## config.mk

```make
export PLATFORM = sky130hd
export DESIGN_NAME = stcw_cordic_step
export DESIGN_NICKNAME = d
export VERILOG_FILES = /design/src/hdl/stcw_pkg.sv /design/src/hdl/stcw_cordic_step.sv
export SDC_FILE = /design/constraint.sdc
export NUM_CORES = 1
export LEC_CHECK = 0
export ABC_AREA = 1
export BUFFER_PORTS_ARGS = -buffer_cell sky130_fd_sc_hd__buf_4
export CAP_MARGIN = 5
export CORE_ASPECT_RATIO = 1.1
export CORE_MARGIN = 1.5
export CORE_UTILIZATION = 55
export CTS_CLUSTER_SIZE = 14
export DETAILED_ROUTE_END_ITERATION = 6
export HOLD_SLACK_MARGIN = 0.05
export MAX_ROUTING_LAYER = met4
export PLACE_DENSITY = 0.82
export SLEW_MARGIN = 30
export SYNTH_ARGS = -nofsm -noshare
export SYNTH_HDL_FRONTEND = slang
export SYNTH_SLANG_ARGS = --single-unit
```

## constraint.sdc

```tcl
create_clock -name aclk -period 10.15 [get_ports aclk]
set_clock_uncertainty 0.15 [all_clocks]
set_input_delay 0.5075 -clock aclk [delete_from_list [all_inputs] [get_ports aclk]]
set_output_delay 0.5075 -clock aclk [all_outputs]
set_load 0.01 [all_outputs]
```

## src/hdl/stcw_pkg.sv

```systemverilog
`timescale 1ns / 1ps

package stcw_pkg;

    // Datapath widths after normalization (largest offset magnitude in [2^31, 2^32))
    localparam int CW = 36;   // CORDIC x/y
    localparam int AW = 34;   // binary angles, normalized offsets

    localparam int ANG_TABLE_LEN = 24;
    localparam int CFG_INDEX_W   = 2;

    localparam logic [27:0] INV_GAIN_Q28 = 28'd163008219;

    localparam logic signed [AW-1:0] HALF_TURN    = 34'sh0_8000_0000;
    localparam logic signed [AW-1:0] QUARTER_TURN = 34'sh0_4000_0000;

    // atan(2^-i) with a full turn of 2^32
    localparam logic signed [AW-1:0] ATAN_BAM [ANG_TABLE_LEN] = '{
        34'sh20000000, 34'sh12E4051E, 34'sh09FB385B, 34'sh051111D4,
        34'sh028B0D43, 34'sh0145D7E1, 34'sh00A2F61E, 34'sh00517C55,
        34'sh0028BE53, 34'sh00145F2F, 34'sh000A2F98, 34'sh000517CC,
        34'sh00028BE6, 34'sh000145F3, 34'sh0000A2FA, 34'sh0000517D,
        34'sh000028BE, 34'sh0000145F, 34'sh00000A30, 34'sh00000518,
        34'sh0000028C, 34'sh00000146, 34'sh000000A3, 34'sh00000051
    };

    typedef enum logic [CFG_INDEX_W-1:0] {
        REG_CENTER_X = 2'd0,
        REG_CENTER_Y = 2'd1,
        REG_CENTER_Z = 2'd2
    } reg_index_t;

    typedef struct packed {
        logic degen;      // offset is zero
        logic yaxis;      // dx == dz == 0
        logic pitch_up;   // dy > 0
    } flags_t;

    // x, y: vector under rotation; z: angle accumulator;
    // aux: dy during yaw, finished yaw during pitch
    typedef struct packed {
        logic signed [CW-1:0] x;
        logic signed [CW-1:0] y;
        logic signed [AW-1:0] z;
        logic signed [AW-1:0] aux;
        flags_t               flags;
    } cordic_t;

endpackage

```

## src/hdl/stcw_cordic_step.sv

```systemverilog
`timescale 1ns / 1ps

module stcw_cordic_step import stcw_pkg::*; #(
    parameter int SHIFT = 0
) (
    input  logic    aclk,
    input  logic    aresetn,
    input  logic    in_valid,
    output logic    in_ready,
    input  cordic_t in_data,
    output logic    out_valid,
    input  logic    out_ready,
    output cordic_t out_data
);

    logic signed [CW-1:0] x_in, y_in, xs, ys;
    logic signed [AW-1:0] z_in;
    cordic_t stage_reg, stage_next;
    logic    valid_reg;

    assign in_ready = !valid_reg || out_ready;

    // Rotate toward y = 0; y >= 0 counts as positive
    always_comb begin
        x_in = in_data.x;
        y_in = in_data.y;
        z_in = in_data.z;
        xs   = x_in >>> SHIFT;
        ys   = y_in >>> SHIFT;
        stage_next = in_data;
        if (!y_in[CW-1]) begin
            stage_next.x = x_in + ys;
            stage_next.y = y_in - xs;
            stage_next.z = z_in + ATAN_BAM[SHIFT];
        end else begin
            stage_next.x = x_in - ys;
            stage_next.y = y_in + xs;
            stage_next.z = z_in - ATAN_BAM[SHIFT];
        end
    end

    always_ff @(posedge aclk) begin
        if (!aresetn) begin
            valid_reg <= 1'b0;
        end else if (in_ready) begin
            valid_reg <= in_valid;
        end
    end

    always_ff @(posedge aclk) begin
        if (in_ready && in_valid) begin
            stage_reg <= stage_next;
        end
    end

    assign out_valid = valid_reg;
    assign out_data  = stage_reg;

endmodule

```

## Word level (Yosys, flattened, before mapping)

Index checks and enable logic that the tools add are counted.

| storage, ports and cells | value |
|---|---|
| word-level logic and storage cells | 17 |
| flip-flop bits (word level) | 144 |
| output and inout port bits | 145 |

| operators by class | value |
|---|---|
| add/sub/neg operators | 5 |
| reductions and logical operators | 3 |
| muxes and demuxes | 1 |

Operator list:

| cell | number |
|---|---|
| 2-to-1 mux 106 bit | 1 |
| subtractor 36 bit | 2 |
| adder 36 bit | 1 |
| adder 34 x 31 -> 34 bit, second input constant | 1 |
| subtractor 34 x 31 -> 34 bit, second input constant | 1 |
| logical AND 1 bit | 1 |
| zero test 1 bit | 1 |
| logical OR 1 bit | 1 |

## Depth between registers and ports, before layout

Gate-level depths: netlist of the first run.

| depth | value |
|---|---|
| depth in word-level cells | 3 |
| gate-level depth with buffers | 18 |
| mapped depth without buffers | 17 |

## Worst setup path after synthesis of the first run

OpenSTA, ideal clock, no wires.

| path | value |
|---|---|
| path kind | input to register |
| start | input in_valid |
| end | register stage_reg (netlist bit out_data[0]) (enable) |
| setup time | 690 ps |
| stages | 2 |
| data required time | 9310 ps |
| arrival time | 7377 ps |
| path buffers | 0 |
| setup slack | 1933 ps |
| cells stage by stage | inv_1 a21oi_1 |

| on the way | value |
|---|---|
| cells in the longest elaborated chain, start to end | 1 |

RTL lines:

| what | line | text |
|---|---|---|
| start: declaration | stcw_cordic_step.sv:8 | `input logic in_valid,` |
| logical AND 1 bit | stcw_cordic_step.sv:51 | `if (in_ready && in_valid) begin` |
| end signal: assignment | stcw_cordic_step.sv:52 | `stage_reg <= stage_next;` |
| end: declaration | stcw_cordic_step.sv:18 | `cordic_t stage_reg, stage_next;` |

No other way between the ends.
A chain may end at the register's enable or synchronous reset.

==> results.tsv, run 1 <==
stage	metric	value	unit
logic_synthesis	number of register bits inferred by synthesis	143	
pwr	static leakage power	0.007512	uW
logic_synthesis	library cell occupying the most area in the post-synthesis netlist	sky130_fd_sc_hd__edfxtp_1	
clock_tree	Clock H-tree levels	4	
clock_tree	number of gates resized after CTS	0	
routing	Starting DRT DRC Count	1333	
global_routing	most crowded layer after global routing	met2	
placed_design	half-perimeter wire length of the detailed placement result	35.27	mm
placed_design	number of I/O port buffers	291	
run	max-capacitance violation count	0	
sta	top achievable clock speed	0.3502	GHz
routing	# DRC	9	
global_routing	number of antenna violations at the first check in global routing	1	
sta	shortest period the worst path allows	2.856	ns
logic_synthesis	fraction of registers with async set/reset	0	%
floorplan	number of rows in the core area	57	
clock_tree	buffer levels on the longest clock path	2	
clock_tree	number of setup buffers added after CTS	0	
clock_tree	hold buffers post-CTS	0	
cells_and_area	Layout Nets	2219	
routing	count of antenna-violating nets left after detailed routing	0	
logic_synthesis	syn avg cell area	7.240	um^2
cells_and_area	layout cells sized above 1	18.89	%
status	status	finished with violations	
sta	final hold vios	0	
routing	Wirelength per Cell	19.34	um
global_routing	GR Util met1	49.45	%
sta	final period utilization	28.14	%
critical_path	length in cells of the worst reg-to-reg path	3	
global_routing	M3 GR Usage	4.957	%
critical_path	crit path cell chain	buf_4, ha_1, fa_1, o21ai_0, nand2_1, nand2_1, nand2_1, nand2_1, nand2_1, nand2_1, nand2_1, nand3_1, nand2_1	
critical_path	cell with the largest stage delay on the worst path	sky130_fd_sc_hd__fa_1	
routing	total number of vias	12970	
cells_and_area	top library cells by usage in the layout, fill and taps aside	473 x sky130_fd_sc_hd__nand2_1, 294 x sky130_fd_sc_hd__buf_4, 237 x sky130_fd_sc_hd__inv_1, 152 x sky130_fd_sc_hd__nor2_1, 148 x sky130_fd_sc_hd__nand3_1	
hold_path	class of the worst hold path	input pin to flip-flop	
critical_path	critical path startpoint category	input pin	
clock_tree	CTS root buffer	sky130_fd_sc_hd__clkbuf_16	
routing	Vias/cell	5.728	
routing	detailed-router iteration count before antenna repair	7	
clock_tree	clock transition at the registers of the reported paths	0.07	ns
hold_path	number of cells on the worst hold path	1	
logic_synthesis	post-synthesis sequential area ratio	35.05	%
critical_path	Critical Path Max Stage Delay	0.57	ns
floorplan	Vert. Die Dim	159.3	um
sta	Slew HR	44.61	%
placed_design	routability congestion estimate	1.066	
global_routing	total gr overflow	0	
critical_path	category of the worst setup path capture point	flip-flop	
floorplan	Core ar.	0.02197	mm^2
sta	actual transition at the worst max-transition pin	0.8309	ns
sta	setup repair after global routing missed its margin	false	
clock_tree	number of buffers inserted during clock tree synthesis	17	
sta	Post-Route Setup TNS	0	ns
logic_synthesis	Synth area leaders	sky130_fd_sc_hd__edfxtp_1 35%, sky130_fd_sc_hd__nand2_1 15%, sky130_fd_sc_hd__ha_1 11%	
pwr	highest ir drop seen on vdd	117.4	uV
logic_synthesis	area share of the largest cell type after synthesis	34.89	%
global_routing	M2 GR Usage	61.74	%
critical_path	critical path start-end classification	input pin to flip-flop	
logic_synthesis	number of instances in the synthesized netlist	1688	
sta	Final Max Slew Viols	0	
clock_tree	CTS tree	done	
pwr	PD cells	135.8	mW/mm^2
logic_synthesis	total of warnings raised by yosys	0	
floorplan	area of the die	0.02313	mm^2
logic_synthesis	Post-Syn Area	0.01222	mm^2
floorplan	IO Count	292	
cells_and_area	most common cell after layout, fill and taps aside	sky130_fd_sc_hd__nand2_1	
floorplan	Die W	145.1	um
global_routing	via count of the first global-routing pass	12270	
logic_synthesis	Post-Synthesis Net Count	1951	
logic_synthesis	most used flip-flop cell after synthesis	sky130_fd_sc_hd__edfxtp_1	
sta	final setup vio count	0	
global_routing	wire length of the first global-routing pass	66.87	mm
status	violations in the final reports	DRC	
global_routing	GRT Resource Usage Total	38.69	%
critical_path	cell type with the highest occurrence count on the critical path	sky130_fd_sc_hd__nand2_1	
sta	Post-Route Hold Slack	0.08899	ns
floorplan	starting density of the core	55.64	%
critical_path	Worst EP required	10.19	ns
clock_tree	number of sinks driven by the clock tree	143	
logic_synthesis	Unique masters post-synth	45	
critical_path	data arrival time of the critical path	2.89	ns
cells_and_area	Area Growth Syn to Fin	23.81	%
critical_path	worst-path fanout max	4	
routing	final wirelength	43.81	mm
clock_tree	clock insertion delay at the later pin of the skew report	0.44	ns
logic_synthesis	number of synthesized flops with an enable pin	142	
global_routing	pin count of the biggest net entering global routing	84	
layer usage:
layer | up-vias | wire length (um)
met5 | - | 0
met4 | 0 | 2009
met3 | 132 | 4106
met2 | 836 | 20360
met1 | 5963 | 17330
li1 | 6043 | -
where the power goes:
part	internal [uW]	total (uW)	leakage [uW]	switching, uW
logic	244	686	0.00585	442
registers	721	740	0.00139	19.0
clock network	326	629	0.000273	303
cell type report:
cell class	instances	area (um^2)
inverter	245	919.6
clock buffer	17	425.4
timing repair buffer	295	2218
sequential	143	4284
tap	295	369.1
antenna	1	2.502
multi-input combinational	1254	6769
clock inverter	15	143.9
fill	1862	6834
synthesized netlist by cell type (2+ instances only):
master and n:
sky130_fd_sc_hd__nor2_2 4, sky130_fd_sc_hd__fa_1 4, sky130_fd_sc_hd__inv_1 237, sky130_fd_sc_hd__nand2_1 473
sky130_fd_sc_hd__o22ai_1 9, sky130_fd_sc_hd__a21o_1 11, sky130_fd_sc_hd__buf_2 16, sky130_fd_sc_hd__nor2_1 152
sky130_fd_sc_hd__nor2_4 4, sky130_fd_sc_hd__a21oi_2 3, sky130_fd_sc_hd__inv_2 8, sky130_fd_sc_hd__or2_0 2
sky130_fd_sc_hd__o21ai_0 84, sky130_fd_sc_hd__o21bai_1 11, sky130_fd_sc_hd__xor2_1 31, sky130_fd_sc_hd__a21oi_1 128
sky130_fd_sc_hd__o21ai_2 2, sky130_fd_sc_hd__nor3_1 17, sky130_fd_sc_hd__o31ai_1 2, sky130_fd_sc_hd__o211ai_1 3
sky130_fd_sc_hd__nand3_1 148, sky130_fd_sc_hd__or2_2 5, sky130_fd_sc_hd__nand2_2 7, sky130_fd_sc_hd__edfxtp_1 142
sky130_fd_sc_hd__buf_1 5, sky130_fd_sc_hd__buf_4 16, sky130_fd_sc_hd__xnor2_1 2, sky130_fd_sc_hd__nor3_2 3
sky130_fd_sc_hd__a31oi_1 5, sky130_fd_sc_hd__nand4_1 6, sky130_fd_sc_hd__ha_1 112, sky130_fd_sc_hd__clkbuf_1 8
sky130_fd_sc_hd__nand3_2 5, sky130_fd_sc_hd__a21boi_0 2, sky130_fd_sc_hd__o21a_1 3, sky130_fd_sc_hd__o21ai_1 9
worst paths after layout:
kind,startpoint,endpoint,slack [ns]
worst max-delay path,in_data[71],out_data[139]$_DFFE_PP_,7.29
worst min-delay path,in_data[53],out_data[53]$_DFFE_PP_,0.09
worst max register to register,out_valid$_SDFFE_PN0N_,out_data[131]$_DFFE_PP_,7.74
worst min register to register,out_valid$_SDFFE_PN0N_,out_valid$_SDFFE_PN0N_,0.41
through the flow:
stage | utilization (%) | std cells | instance area [um^2] | setup slack (ns) | total power [uW]
2_1_floorplan | - | 1688 | 12220 | 1.933 | 1152
3_3_place_gp | 66.27 | 2232 | 14560 | 7.044 | 1402
3_5_place_dp | 66.27 | 2232 | 14560 | 6.988 | 1413
4_1_cts | 68.86 | 2264 | 15130 | 7.437 | 2039
5_1_grt | 68.89 | 2265 | 15130 | 7.179 | 2139
6_report | 68.89 | 2265 | 15130 | 7.294 | 2055
state kept, by name, indices dropped and copies added, names as in the netlist:
signal / count
out_data: 142
out_valid: 1
cell families (layout without fill, tap and decap cells):
group           Yosys count  after routing  share of synthesized area [%]
compound gates          273            273                          12.18
fa+ha+maj               116            116                          12.12
buf+inv                 291            572                          9.654
flops                   143            143                          35.05
simple gates            832            832                          28.62
xor+xnor                 33             33                          2.365
other cells               0              1                              0
worst max-delay path: cells and delay by family:
kind	cells	cell delay (ns)
fa+ha+maj	2	0.79
buf+inv	1	0.12
compound gates	1	0.52
simple gates	9	0.95
Power figures use the tool's default switching activity.
==> run 2: changes to the inputs <==
==> constraint.sdc (replaced) <==
create_clock -name aclk -period 2.9 [get_ports aclk]
set_clock_uncertainty 0.15 [all_clocks]
set_input_delay 0.145 -clock aclk [delete_from_list [all_inputs] [get_ports aclk]]
set_output_delay 0.145 -clock aclk [all_outputs]
set_load 0.01 [all_outputs]
==> run 2 against run 1 <==
Effect of this change:
- the run now ends clean
- design area rose by 6.3%
- register-to-register slack lost 6.7 ns
- non-clock buffer count grew 90
- critical path type unchanged
- largest cell class unchanged
- highest routed layer unchanged
==> results.tsv, run 2 (synthesized netlist as in run 1, its figures left out) <==
stage	metric	value	unit	change
critical_path	Critical Path Max Stage Delay	0.55	ns	-0.02 ns
routing	# DRC	0		-9
clock_tree	clock transition at the registers of the reported paths	0.07	ns	about the same
critical_path	category of the worst setup path capture point	flip-flop		
sta	actual transition at the worst max-transition pin	0.8142	ns	-0.01677 ns
clock_tree	number of buffers inserted during clock tree synthesis	17		unchanged
hold_path	number of cells on the worst hold path	3		+2
sta	Post-Route Setup TNS	0	ns	unchanged
routing	Vias/cell	5.907		+3.1%
floorplan	Vert. Die Dim	159.3	um	unchanged
routing	Wirelength per Cell	21.62	um	+12%
hold_path	class of the worst hold path	input pin to flip-flop		
routing	Starting DRT DRC Count	1860		+40%
sta	final setup vio count	0		unchanged
sta	Slew HR	45.60	%	+1.0 points
pwr	post-layout total power	7699	uW	+270%
routing	count of antenna-violating nets left after detailed routing	0		unchanged
cells_and_area	Layout Nets	2309		+4.1%
pwr	switching pwr	2901	uW	+280%
critical_path	length in cells of the worst reg-to-reg path	2		-1
clock_tree	CTS root buffer	sky130_fd_sc_hd__clkbuf_16		
pwr	clock network fraction of total power	31.9	%	+1.3 points
critical_path	data arrival time of the critical path	2.81	ns	-0.08 ns
pwr	sequential power share	33.9	%	-2.1 points
floorplan	Die W	145.1	um	unchanged
global_routing	GRT Resource Usage Total	44.80	%	+6.1 points
pwr	fraction of power consumed by combinational cells	34.2	%	+0.8 points
critical_path	worst-path fanout max	4		unchanged
floorplan	area of the die	0.02313	mm^2	unchanged
placed_design	half-perimeter wire length of the detailed placement result	35.75	mm	+1.3%
cells_and_area	FILL cells	1653		-11%
sta	Worst Setup Slack, final	0.1415	ns	-7.153 ns
run	max-capacitance violation count	0		unchanged
pwr	Net Sw Frac	37.68	%	+0.53 points
placed_design	routability congestion estimate	1.038		-2.6%
cells_and_area	layout cells sized above 1	19.09	%	+0.19 points
critical_path	capturing point of the worst reg2reg path	out_data[121]$_DFFE_PP_		
global_routing	via count of the first global-routing pass	13580		+11%
sta	final hold vios	0		unchanged
pwr	PD cells	478.7	mW/mm^2	+250%
routing	total number of vias	13910		+7.2%
cells_and_area	max FFs per register	142		unchanged
placed_design	setup slack after placement	0.2570	ns	-6.731 ns
global_routing	wire length of the first global-routing pass	77.02	mm	+15%
pwr	highest ir drop seen on vdd	419.8	uV	+260%
sta	Post-Route Hold Slack	0.06399	ns	-0.02500 ns
floorplan	starting density of the core	55.64	%	unchanged
hold_path	worst hold path endpoint	out_data[70]$_DFFE_PP_		
cells_and_area	Final Core Density	73.22	%	+4.3 points
sta	setup repair after global routing missed its margin	false		
clock_tree	clock insertion delay at the later pin of the skew report	0.44	ns	about the same
critical_path	Worst EP required	2.95	ns	-7.24 ns
critical_path	startpoint of the worst register-to-register path	out_valid$_SDFFE_PN0N_		
floorplan	IO Count	292		unchanged
hold_path	hold path start	in_data[70]		
clock_tree	number of setup buffers added after CTS	0		unchanged
clock_tree	Clock H-tree levels	4		unchanged
cells_and_area	Area Growth Syn to Fin	31.60	%	
clock_tree	number of sinks driven by the clock tree	143		unchanged
pwr	Cell Int Power	4798	uW	+270%
critical_path	cell with the largest stage delay on the worst path	sky130_fd_sc_hd__dlygate4sd3_1		
clock_tree	CTS tree	done		
placed_design	number of I/O port buffers	291		unchanged
pwr	static leakage power	0.007954	uW	+5.9%
global_routing	total gr overflow	0		unchanged
clock_tree	buffer levels on the longest clock path	2		unchanged
sta	final period utilization	95.12	%	
sta	Final Max Slew Viols	0		unchanged
critical_path	cell type with the highest occurrence count on the critical path	sky130_fd_sc_hd__nand2_1		
critical_path	R2R setup slack	1.07	ns	-6.67 ns
cells_and_area	most common cell after layout, fill and taps aside	sky130_fd_sc_hd__nand2_1		
status	status	finished clean		
cells_and_area	top library cells by usage in the layout, fill and taps aside	473 x sky130_fd_sc_hd__nand2_1, 310 x sky130_fd_sc_hd__buf_4, 237 x sky130_fd_sc_hd__inv_1, 152 x sky130_fd_sc_hd__nor2_1, 147 x sky130_fd_sc_hd__nand3_1		
global_routing	pin count of the biggest net entering global routing	53		-37%
floorplan	Core ar.	0.02197	mm^2	unchanged
critical_path	Largest delay share family, worst path	simple AND/OR/NAND/NOR gates		
sta	shortest period the worst path allows	2.759	ns	
floorplan	number of rows in the core area	57		unchanged
critical_path	crit path cell chain	dlygate4sd3_1, buf_4, ha_1, fa_1, o21ai_1, nand2_1, nand2_1, nand2_1, nand2_1, nand2_1, nand2_1, nand2_1, nand3_1, nand2_1		
sta	top achievable clock speed	0.3625	GHz	
routing	detailed-router iteration count before antenna repair	7		unchanged
critical_path	Buf/Inv on CP	2		+1
critical_path	critical path start-end classification	input pin to flip-flop		
global_routing	number of antenna violations at the first check in global routing	1		unchanged
critical_path	critical path startpoint category	input pin		
routing	final wirelength	50.92	mm	+16%
==> run 2: stage by stage <==
| stage | instance area (um^2) | std cells |
|---|---|---|
| 3_3_place_gp | 14750 | 2251 |
| 6_report | 16080 | 2355 |
| 4_1_cts | 16080 | 2354 |
| 5_1_grt | 16080 | 2355 |
| 3_5_place_dp | 14750 | 2251 |
| 2_1_floorplan | 12230 | 1688 |
==> run 2: area by class of cell <==
class                      instances  area, um^2  share of cell area (%)
sequential                       143        4285                   26.64
clock inverter                    15       190.2                   1.182
timing repair buffer             385        3118                   19.39
clock buffer                      17       425.4                   2.645
multi-input combinational       1254        6774                   42.12
inverter                         245       919.6                   5.718
antenna                            1       2.502                 0.01556
tap                              295       369.1                   2.295
==> run 2: how the worst max path moves through the flow <==
stage	start	to	slack, ns	cells past startpoint
floorplan	out_valid$_SDFFE_PN0N_	out_data[0]$_DFFE_PP_	-0.37	1
global placement	in_data[79]	out_data[125]$_DFFE_PP_	0.27	14
detailed placement	in_data[71]	out_data[131]$_DFFE_PP_	0.26	13
CTS	in_data[107]	out_data[131]$_DFFE_PP_	0.16	15
global route	in_data[107]	out_data[103]$_DFFE_PP_	0.01	14
finish	in_data[107]	out_data[95]$_DFFE_PP_	0.14	14
==> run 2: worst reg2reg max path, cell delays in order, from the launching register on <==
cell and delay (ns):
sky130_fd_sc_hd__dfxtp_2 0.36, sky130_fd_sc_hd__a21oi_4 0.66, sky130_fd_sc_hd__buf_12 0.31
==> run 2: power groups by stage <==
stage,clock network (uW),registers (uW),logic (uW)
2_1_floorplan,0,2720,1290
3_3_place_gp,0,2630,2320
3_5_place_dp,0,2630,2360
4_1_cts,2400,2590,2470
5_1_grt,2500,2620,2810
6_report,2450,2610,2640
==> run 2: routing by layer <==
| metal | share of wire [%] | track usage (%) | routed length [um] | up-vias |
|---|---|---|---|---|
| li1 | - | - | - | 6208 |
| met1 | 37 | 54.62 | 18800 | 6213 |
| met2 | 45 | 70.14 | 22740 | 1209 |
| met3 | 12 | 9.484 | 6105 | 281 |
| met4 | 6.4 | 23.33 | 3268 | 0 |
| met5 | 0 | - | 0 | - |
==> run 2: what timing repair did <==
action                                  CTS  global route
endpoints found under the setup margin    0             4
hold buffers                             71             0
resized for setup                         0             2
endpoints found under the hold margin    70             0
==> run 3: changes to the inputs <==
--- a/config.mk
+++ b/config.mk
@@ -8,8 +8,7 @@
 export ABC_AREA = 1
 export BUFFER_PORTS_ARGS = -buffer_cell sky130_fd_sc_hd__buf_4
 export CAP_MARGIN = 5
-export CORE_ASPECT_RATIO = 1.1
-export CORE_MARGIN = 1.5
+export CORE_MARGIN = 2
 export CORE_UTILIZATION = 55
 export CTS_CLUSTER_SIZE = 14
 export DETAILED_ROUTE_END_ITERATION = 6
==> run 3 against run 2 <==
Effect of this change:
- clock-buffer cell count unchanged
- worst hold slack got worse by 0.0010 ns
- via count increased by 0.29%
- sequential cell count unchanged
- non-clock buffer count decreased by 2
- die area increased by 1.3%
- largest power group unchanged
- wire length decreased by 0.66%
- sequential share of layout area increased by 0.089 points
- the run now ends with DRC left
- core utilization increased by 0.23 points
==> results.tsv, run 3 (synthesized netlist as in run 1, its figures left out) <==
stage	metric	value	unit	change
hold_path	class of the worst hold path	input pin to flip-flop		
critical_path	critical path startpoint category	input pin		
global_routing	number of antenna violations at the first check in global routing	0		-1
cells_and_area	most common cell after layout, fill and taps aside	sky130_fd_sc_hd__nand2_1		
clock_tree	number of sinks driven by the clock tree	143		unchanged
clock_tree	buffer levels on the longest clock path	2		unchanged
sta	Final Max Slew Viols	0		unchanged
clock_tree	clock insertion delay at the later pin of the skew report	0.43	ns	about the same
routing	final wirelength	50.58	mm	-0.66%
sta	actual transition at the worst max-transition pin	0.7864	ns	-0.02777 ns
routing	Vias/cell	5.970		+1.1%
sta	top achievable clock speed	0.3588	GHz	-1.0%
pwr	PD cells	477.7	mW/mm^2	-0.21%
floorplan	Core ar.	0.02182	mm^2	-0.65%
cells_and_area	Layout Nets	2307		-0.087%
cells_and_area	FILL cells	1624		-1.8%
floorplan	area of the die	0.02343	mm^2	+1.3%
critical_path	critical path start-end classification	input pin to flip-flop		
pwr	sequential power share	34.0	%	about the same
clock_tree	CTS root buffer	sky130_fd_sc_hd__clkbuf_16		
status	status	finished with violations		
cells_and_area	Area Growth Syn to Fin	31.16	%	
placed_design	number of I/O port buffers	291		unchanged
status	violations in the final reports	DRC		
global_routing	via count of the first global-routing pass	13380		-1.5%
routing	Wirelength per Cell	21.64	um	+0.11%
sta	Post-Route Setup TNS	0	ns	unchanged
pwr	post-layout total power	7658	uW	-0.54%
critical_path	Worst EP required	2.94	ns	about the same
routing	# DRC	14		+14
critical_path	category of the worst setup path capture point	flip-flop		
sta	final period utilization	96.10	%	+0.98 points
routing	detailed-router iteration count before antenna repair	7		unchanged
sta	Post-Route Hold Slack	0.06294	ns	-0.001049 ns
sta	Slew HR	47.57	%	+2.0 points
pwr	fraction of power consumed by combinational cells	34.6	%	+0.4 points
global_routing	GRT Resource Usage Total	43.48	%	-1.3 points
floorplan	IO Count	292		unchanged
global_routing	wire length of the first global-routing pass	76.18	mm	-1.1%
routing	count of antenna-violating nets left after detailed routing	0		unchanged
clock_tree	CTS tree	done		
sta	shortest period the worst path allows	2.787	ns	+0.02846 ns
routing	total number of vias	13950		+0.29%
pwr	clock network fraction of total power	31.5	%	-0.4 points
clock_tree	number of buffers inserted during clock tree synthesis	17		unchanged
cells_and_area	max FFs per register	142		unchanged
floorplan	starting density of the core	56.00	%	+0.36 points
pwr	highest ir drop seen on vdd	402.4	uV	-4.1%
cells_and_area	layout cells sized above 1	19.25	%	+0.16 points
sta	final setup vio count	0		unchanged
global_routing	total gr overflow	0		unchanged
placed_design	half-perimeter wire length of the detailed placement result	36.89	mm	+3.2%
pwr	switching pwr	2930	uW	+1.0%
run	max-capacitance violation count	0		unchanged
sta	setup repair after global routing missed its margin	false		
sta	final hold vios	0		unchanged
placed_design	routability congestion estimate	1.040		+0.12%
pwr	Net Sw Frac	38.26	%	+0.58 points
floorplan	Vert. Die Dim	153.1	um	-3.9%
critical_path	worst-path fanout max	5		+1
clock_tree	clock transition at the registers of the reported paths	0.07	ns	about the same
routing	Starting DRT DRC Count	1870		+0.54%
floorplan	Die W	153.1	um	+5.5%
global_routing	pin count of the biggest net entering global routing	84		+58%
critical_path	data arrival time of the critical path	2.83	ns	+0.02 ns
floorplan	number of rows in the core area	54		-5.3%
pwr	static leakage power	0.007926	uW	-0.36%
cells_and_area	# diodes	0		-1
clock_tree	Clock H-tree levels	4		unchanged
cells_and_area	top library cells by usage in the layout, fill and taps aside	472 x sky130_fd_sc_hd__nand2_1, 311 x sky130_fd_sc_hd__buf_4, 237 x sky130_fd_sc_hd__inv_1, 152 x sky130_fd_sc_hd__nor2_1, 147 x sky130_fd_sc_hd__nand3_1		
pwr	Cell Int Power	4728	uW	-1.5%
run 3: changes by cell type in the layout (fill, tap and decap cells not counted), moves of 2 or more:
cell,previous run,this run
sky130_fd_sc_hd__buf_12,4,2
sky130_fd_sc_hd__clkinv_8,1,3
sky130_fd_sc_hd__clkinvlp_4,0,2
sky130_fd_sc_hd__inv_6,5,3
sky130_fd_sc_hd__o21ai_1,10,8
sky130_fd_sc_hd__o21ai_2,2,4
run 3: final timing paths:
check             slack (ns)              startpoint                      end  cells past startpoint
setup / recovery        0.11            in_data[107]  out_data[101]$_DFFE_PP_                     17
hold / removal          0.06             in_data[71]  out_data[107]$_DFFE_PP_                      4
setup reg to reg        1.15  out_valid$_SDFFE_PN0N_   out_data[40]$_DFFE_PP_                      2
hold reg to reg         0.77  out_valid$_SDFFE_PN0N_   out_data[92]$_DFFE_PP_                      2
run 3: layout make-up:
class / count / area, um^2 / area share, %
Clock buffer: 17 / 425.4 / 2.654
Multi-Input combinational cell: 1254 / 6787 / 42.34
Tap cell: 280 / 350.3 / 2.185
Sequential cell: 143 / 4285 / 26.73
Timing Repair Buffer: 383 / 3075 / 19.19
Inverter: 245 / 919.6 / 5.737
Clock inverter: 15 / 187.7 / 1.171
run 3: layer usage:
layer / wire length (um) / vias up / GRT usage, %
met4: 3246 / 0 / 22.31
met3: 6062 / 250 / 7.967
met1: 19120 / 6309 / 55.61
met5: 0 / - / -
li1: - / 6203 / -
met2: 22150 / 1189 / 66.18
run 3: what timing repair did:
action | in CTS | in global routing
resized for setup | 0 | 6
hold buffers | 70 | 0
setup endpoints to repair | 0 | 9
hold endpoints to repair | 69 | 0
setup buffers | 0 | 0
run 3: power by group through the flow:
| stage | Clock, uW | Sequential (uW) | Combinational, uW |
|---|---|---|---|
| floorplan | 0 | 2720 | 1290 |
| global placement | 0 | 2620 | 2330 |
| detailed placement | 0 | 2630 | 2390 |
| CTS | 2360 | 2590 | 2490 |
| global route | 2470 | 2610 | 2810 |
| finish | 2410 | 2600 | 2650 |
run 3: critical path, stage by stage:
cell and delay, ns:
sky130_fd_sc_hd__dlygate4sd3_1 0.57, sky130_fd_sc_hd__buf_4 0.14, sky130_fd_sc_hd__ha_1 0.19, sky130_fd_sc_hd__inv_1 0.08, sky130_fd_sc_hd__fa_1 0.45, sky130_fd_sc_hd__inv_1 0.11, sky130_fd_sc_hd__nand3_1 0.09, sky130_fd_sc_hd__nand3_2 0.16
sky130_fd_sc_hd__nand2_1 0.07, sky130_fd_sc_hd__nand2_1 0.12, sky130_fd_sc_hd__nand3_1 0.08, sky130_fd_sc_hd__nand2_1 0.18, sky130_fd_sc_hd__nand2_1 0.14, sky130_fd_sc_hd__nand2_1 0.09, sky130_fd_sc_hd__nand2_1 0.06, sky130_fd_sc_hd__nand3_1 0.08
sky130_fd_sc_hd__nand2_1 0.06
run 3: through the flow:
step,setup slack (ns),util (%),instances,instance area [um^2]
2_1_floorplan,-0.3734,-,1688,12230
3_3_place_gp,0.1636,67.35,2235,14700
3_5_place_dp,0.1862,67.35,2235,14700
4_1_cts,0.07264,73.37,2337,16010
5_1_grt,0.03861,73.45,2337,16030
6_report,0.1130,73.45,2337,16030
